<file path="config.mk">
export PLATFORM = sky130hd
export DESIGN_NAME = gkde_divider
export DESIGN_NICKNAME = d
export VERILOG_FILES = /design/src/hw/rtl/gkde_pkg.sv /design/src/hw/rtl/gkde_div_cell.sv /design/src/hw/rtl/gkde_divider.sv
export SDC_FILE = /design/constraint.sdc
export NUM_CORES = 2
export LEC_CHECK = 0
export BUFFER_PORTS_ARGS = -buffer_cell sky130_fd_sc_hd__buf_2
export CORE_UTILIZATION = 60
export DETAILED_ROUTE_END_ITERATION = 6
export GPL_TIMING_DRIVEN = 1
export PLACE_DENSITY_LB_ADDON = 0.08
export SETUP_SLACK_MARGIN = 0.2
export SLEW_MARGIN = 5
export SYNTH_ARGS = -nofsm -noshare
export SYNTH_HDL_FRONTEND = slang
export SYNTH_SLANG_ARGS = --single-unit
</file>
<file path="constraint.sdc">
create_clock -name clk -period 11.77 [get_ports clk]
set_clock_uncertainty 0.2 [all_clocks]
set_input_delay 2.354 -clock clk [delete_from_list [all_inputs] [get_ports clk]]
set_output_delay 2.354 -clock clk [all_outputs]
set_load 0.05 [all_outputs]
</file>
<file path="src/hw/rtl/gkde_pkg.sv">
// shared types, constants and kernel rom for the windowed kernel density estimator
// no dependencies
package gkde_pkg;

  localparam int MAX_SAMPLES       = 1024;
  localparam int KERNEL_TABLE_SIZE = 256;
  localparam int ADDR_W            = $clog2(MAX_SAMPLES);
  localparam int CNT_W             = $clog2(MAX_SAMPLES + 1);
  localparam int KIDX_W            = $clog2(KERNEL_TABLE_SIZE);
  localparam int KV_W              = 17;
  localparam int ACC_W             = CNT_W + 16;
  localparam int PROD_W            = ACC_W + 32;
  localparam int DIV_CELLS         = 4;
  localparam int DIV_STEPS         = (PROD_W + DIV_CELLS - 1) / DIV_CELLS;
  localparam int DIV_W             = DIV_STEPS * DIV_CELLS;
  localparam int STEP_W            = $clog2(DIV_STEPS + 1);
  localparam int FRAC_SHIFT        = 24;
  localparam int CFG_IDX_W         = 2;
  localparam logic [63:0] EXP_M1_Q32 = 64'd1580030169;

  typedef logic [1:0] opcode_t;
  localparam opcode_t OP_CLEAR = 2'd0;
  localparam opcode_t OP_LOAD  = 2'd1;
  localparam opcode_t OP_QUERY = 2'd2;

  typedef logic [CFG_IDX_W-1:0] cfg_idx_t;
  localparam cfg_idx_t REG_HALF_WINDOW = 2'd0;
  localparam cfg_idx_t REG_INV_TWO_VAR = 2'd1;
  localparam cfg_idx_t REG_INV_NORM    = 2'd2;

  localparam logic [30:0] HALF_WINDOW_RST = 31'd196608;
  localparam logic [31:0] INV_TWO_VAR_RST = 32'd8388608;
  localparam logic [31:0] INV_NORM_RST    = 32'd6693161;

  typedef struct packed {
    logic              en;
    logic [ADDR_W-1:0] addr;
    logic [31:0]       data;
  } wr_t;

  typedef struct packed {
    logic start;
  } div_ctl_t;

  typedef struct packed {
    logic busy;
    logic done;
  } div_sts_t;

  typedef logic [31:0] krom_t [KERNEL_TABLE_SIZE];

  function automatic logic [31:0] rom_entry(input int unsigned i);
    logic [63:0] x;
    logic [63:0] n;
    logic [63:0] f;
    logic [63:0] t;
    logic [63:0] ef;
    logic [63:0] en;
    logic signed [65:0] s;
    x = (64'(i) << 35) / KERNEL_TABLE_SIZE;
    n = x >> 32;
    f = x & 64'hFFFF_FFFF;
    t = 64'd1 << 32;
    s = 66'sd4294967296;
    t = (t * f) >> 32;          s = s - $signed({2'b00, t});
    t = ((t * f) >> 32) / 2;    s = s + $signed({2'b00, t});
    t = ((t * f) >> 32) / 3;    s = s - $signed({2'b00, t});
    t = ((t * f) >> 32) / 4;    s = s + $signed({2'b00, t});
    t = ((t * f) >> 32) / 5;    s = s - $signed({2'b00, t});
    t = ((t * f) >> 32) / 6;    s = s + $signed({2'b00, t});
    t = ((t * f) >> 32) / 7;    s = s - $signed({2'b00, t});
    t = ((t * f) >> 32) / 8;    s = s + $signed({2'b00, t});
    t = ((t * f) >> 32) / 9;    s = s - $signed({2'b00, t});
    t = ((t * f) >> 32) / 10;   s = s + $signed({2'b00, t});
    t = ((t * f) >> 32) / 11;   s = s - $signed({2'b00, t});
    t = ((t * f) >> 32) / 12;   s = s + $signed({2'b00, t});
    t = ((t * f) >> 32) / 13;   s = s - $signed({2'b00, t});
    t = ((t * f) >> 32) / 14;   s = s + $signed({2'b00, t});
    t = ((t * f) >> 32) / 15;   s = s - $signed({2'b00, t});
    t = ((t * f) >> 32) / 16;   s = s + $signed({2'b00, t});
    t = ((t * f) >> 32) / 17;   s = s - $signed({2'b00, t});
    t = ((t * f) >> 32) / 18;   s = s + $signed({2'b00, t});
    t = ((t * f) >> 32) / 19;   s = s - $signed({2'b00, t});
    t = ((t * f) >> 32) / 20;   s = s + $signed({2'b00, t});
    t = ((t * f) >> 32) / 21;   s = s - $signed({2'b00, t});
    t = ((t * f) >> 32) / 22;   s = s + $signed({2'b00, t});
    t = ((t * f) >> 32) / 23;   s = s - $signed({2'b00, t});
    t = ((t * f) >> 32) / 24;   s = s + $signed({2'b00, t});
    if (s < 0) s = 0;
    if (s > 66'sh0_FFFF_FFFF) s = 66'sh0_FFFF_FFFF;
    ef = 64'(s);
    en = 64'hFFFF_FFFF;
    for (int k = 0; k < 8; k++) begin
      if (64'(k) < n) en = (en * EXP_M1_Q32) >> 32;
    end
    return 32'((((ef * en) >> 32) + 64'd32768) >> 16);
  endfunction

  function automatic krom_t build_krom();
    krom_t r;
    for (int i = 0; i < KERNEL_TABLE_SIZE; i++) begin
      r[i] = rom_entry(i);
    end
    return r;
  endfunction

  localparam krom_t KROM = build_krom();

endpackage

</file>
<file path="src/hw/rtl/gkde_div_cell.sv">
// one restoring division cell: shifts in one dividend bit, yields one quotient bit
// depends on gkde_pkg
module gkde_div_cell (
  input  logic [gkde_pkg::CNT_W-1:0] rem_in,
  input  logic                       bit_in,
  input  logic [gkde_pkg::CNT_W-1:0] divisor,
  output logic [gkde_pkg::CNT_W-1:0] rem_out,
  output logic                       q_out
);
  logic [gkde_pkg::CNT_W:0] trial;
  logic [gkde_pkg::CNT_W:0] diff;

  assign trial   = {rem_in, bit_in};
  assign diff    = trial - {1'b0, divisor};
  assign q_out   = trial >= {1'b0, divisor};
  assign rem_out = q_out ? diff[gkde_pkg::CNT_W-1:0] : trial[gkde_pkg::CNT_W-1:0];
endmodule

</file>
<file path="src/hw/rtl/gkde_divider.sv">
// iterative divider: product of sum and scale over sample count,
// a chain of division cells gives several quotient bits per cycle
// depends on gkde_pkg, gkde_div_cell
module gkde_divider (
  input  logic                       clk,
  input  logic                       rst_n,
  input  gkde_pkg::div_ctl_t         ctl,
  input  logic [gkde_pkg::ACC_W-1:0] acc,
  input  logic [31:0]                scale,
  input  logic [gkde_pkg::CNT_W-1:0] divisor,
  output gkde_pkg::div_sts_t         sts,
  output logic [gkde_pkg::DIV_W-1:0] quot
);
  logic [gkde_pkg::DIV_W-1:0]  work_r;
  logic [gkde_pkg::CNT_W-1:0]  rem_r;
  logic [gkde_pkg::STEP_W-1:0] step_r;
  logic                        busy_r;
  logic                        done_r;
  logic [gkde_pkg::PROD_W-1:0] prod;
  logic [gkde_pkg::CNT_W-1:0]  rem_c [gkde_pkg::DIV_CELLS+1];
  logic [gkde_pkg::DIV_CELLS-1:0] qbits;

  assign prod     = acc * scale;
  assign rem_c[0] = rem_r;

  for (genvar g = 0; g < gkde_pkg::DIV_CELLS; g++) begin : g_cell
    gkde_div_cell u_cell (
      .rem_in  (rem_c[g]),
      .bit_in  (work_r[gkde_pkg::DIV_W-1-g]),
      .divisor (divisor),
      .rem_out (rem_c[g+1]),
      .q_out   (qbits[gkde_pkg::DIV_CELLS-1-g])
    );
  end

  always_ff @(posedge clk) begin
    if (!rst_n) begin
      busy_r <= 1'b0;
      done_r <= 1'b0;
      step_r <= '0;
    end else begin
      done_r <= !ctl.start && busy_r
                && (step_r == gkde_pkg::STEP_W'(gkde_pkg::DIV_STEPS - 1));
      if (ctl.start) begin
        busy_r <= 1'b1;
        step_r <= '0;
      end else if (busy_r) begin
        step_r <= step_r + 1'b1;
        if (step_r == gkde_pkg::STEP_W'(gkde_pkg::DIV_STEPS - 1)) begin
          busy_r <= 1'b0;
        end
      end
    end
  end

  always_ff @(posedge clk) begin
    if (ctl.start) begin
      work_r <= gkde_pkg::DIV_W'(prod);
      rem_r  <= '0;
    end else if (busy_r) begin
      work_r <= {work_r[gkde_pkg::DIV_W-gkde_pkg::DIV_CELLS-1:0], qbits};
      rem_r  <= rem_c[gkde_pkg::DIV_CELLS];
    end
  end

  assign sts.busy = busy_r;
  assign sts.done = done_r;
  assign quot     = work_r;
endmodule

</file>
==> reports/results.txt <==
CTS tree = yes
Final ANT Viol Nets = 0
Starting density of the core = 61.3%
Critical Path Sink Type = flip-flop
CP most frequent cell = o21ai_0
Largest stage delay on the critical path = 420 ps
Die Y = 235 um
Worst slew pin tran = 1090 ps
Hold Path Class = reg -> reg
Top cell family by delay on the critical path = compound AO/OA/AOI/OAI gates
# rows = 84
Most frequent cell after synthesis = inv_1
Fmax = 90.4 MHz
Share of the yosys chip area belonging to registers = 6.55%
Top post-synthesis cells by area = fa_1 46%, ha_1 9.4%, inv_1 9.4%
FF+latch count, synth = 77
Die Width = 235 um
Drc violations = 0
Synth cell types = 80
Final net count = 4703
Antenna violations before repair = 0
Tcrit/Tclk final = 93.9%
Max Slew Vio Count = 0
Prevailing post-synth register cell = edfxtp_1
RSZ-0062 raised after global routing = no
Maxcap violations = 0
Post-synth top area share = 46.3%
Worst skew pair latency = 340 ps
CTS Buf Count = 9
GP Congestion = 0.924
Total GRT Usage = 32.6%
Syn_area_per_cell = 8.88 um2
Root Driver = clkbuf_16
Slew headroom = 26.2%
Slowest CP cell = fa_1
Grt ovf = 0
WL/cell = 19.8 um
CTS max path bufs = 2
Via count = 24700
1st-pass router iterations = 7
Worst setup SP type = primary input
FFs w/ async S/R, synth = 0%
PortBufs = 134
Ys Warns = 0
CP bufs+invs = 4
Worst path arrival time = 11110 ps
Drt initial violations = 1647
Syn Nets = 4736
Htree depth = 3
Cells after Synth = 3666
Tmin final = 11060 ps
Share of layout cells above drive strength 1 = 7.26%
WL final = 85.8 mm
DIE AREA = 0.0552 mm2
RR Startpoint = quot[59]$_SDFFE_PP0P_
Vias in the first global route = 27100
Syn Std Cell Area = 0.0325 mm2
DP Wirelength = 70.1 mm
HP Start = step_r[3]$_SDFFE_PP0P_
Crit Path Category = in -> reg
P&R area growth vs syn = 3.89%
Placeable Area = 0.0531 mm2
Commonest cells post-synth = 813 x inv_1, 758 x nand2_1, 753 x fa_1
Setup TNS = 0 ps
Synth area leader = fa_1
ANT cells = 0
Final Hold Viols = 0
TritonCTS sink count = 77
First-pass GRT wire length = 142 mm
I/O pin count = 135
Worst Setup SP = divisor[0]
Final setup violating endpoints = 0
Post-synth EDFFs = 59
Worst Path Required = 11820 ps
Largest net degree at the start of global routing = 60
Status = completed
Vias per std cell = 5.70
Worst-path clk slew = 60 ps
Crit Path Max Fanout = 10
==> layer usage <==
metal	share of wire, %	wire length (um)	vias to the layer above	global-route usage (%)
li1	-	-	10800	-
met1	40	34400	12700	43.4
met2	49	42000	961	54.8
met3	7.9	6790	162	5.46
met4	2.9	2520	0	9.79
met5	0	0	-	0
==> kinds of logic after synthesis <==
group	count (synthesis)	share of synthesized area [%]
simple gates	1124	15.2
buf+inv	1027	12.0
flops	77	6.55
fa+ha+maj	997	55.7
xor+xnor	79	2.13
compound gates	292	6.10
mux	70	2.41
==> layout make-up <==
class / instances / area (um2)
sequential: 77 / 2130
multi-input combinational: 2563 / 26500
clock buffer: 9 / 225
timing repair buffer: 168 / 928
fill: 4690 / 19300
clock inverter: 7 / 63.8
tap: 688 / 861
inverter: 814 / 3060
==> timing repair <==
action	in CTS	in global routing
hold buffers	0	0
gates resized for setup	0	3
buffers inserted	0	3
setup endpoints to repair	0	12
endpoints found under the hold margin	0	0
==> cells in the final DEF, fill, tap and decap left out, drive strengths merged, types with 6 or more instances in the layout <==
master	n
a31oi	7
nand2	758
nand3	19
o21ai	58
nand4	21
a221o	7
mux2i	18
ha	244
mux2	53
and2	176
a211oi	21
nor2	78
inv	817
buf	168
xor2	24
edfxtp	59
or2	9
clkbuf	9
a311oi	6
nor2b	17
xnor2	55
fa	753
o31ai	10
a21boi	8
a21oi	85
nand2b	8
o21a	12
o211ai	6
o21bai	9
and3	6
a21o	30
dfxtp	18
nor3	14
==> tightest hold or removal path: stages, from the launching register on <==
cell and delay (ps):
dfxtp_1 320, nand3_1 110, nor3_1 60
==> per-stage QoR <==
step           setup WS [ps]  util, %  instance area (um2)  std cells  hold slack, ps
4_1_cts                  742     63.6                33800       4322             326
2_1_floorplan            910        -                32500       3666             262
5_1_grt                  220     63.7                33800       4326             355
6_report                 713     63.7                33800       4326             335
3_5_place_dp             430     63.1                33500       4306             308
3_3_place_gp             557     63.1                33500       4306             295
==> worst paths after layout <==
kind | end | slack [ps] | depth (start not counted)
max | rem_r[9]$_SDFFE_PP0P_ | 710 | 41
min reg2reg | done_r$_SDFF_PN0_ | 330 | 2
max reg2reg | rem_r[9]$_SDFFE_PP0P_ | 2400 | 41
min | done_r$_SDFF_PN0_ | 330 | 2
==> sequential cells by signal (all words and copies together) (netlist names) <==
name	flops
done_r	1
quot	60
rem_r	11
step_r	4
busy_r	1
Power is left out: the tool's default activity adds up to more than one toggle a clock period on the data nets, which glitch-free logic cannot reach.
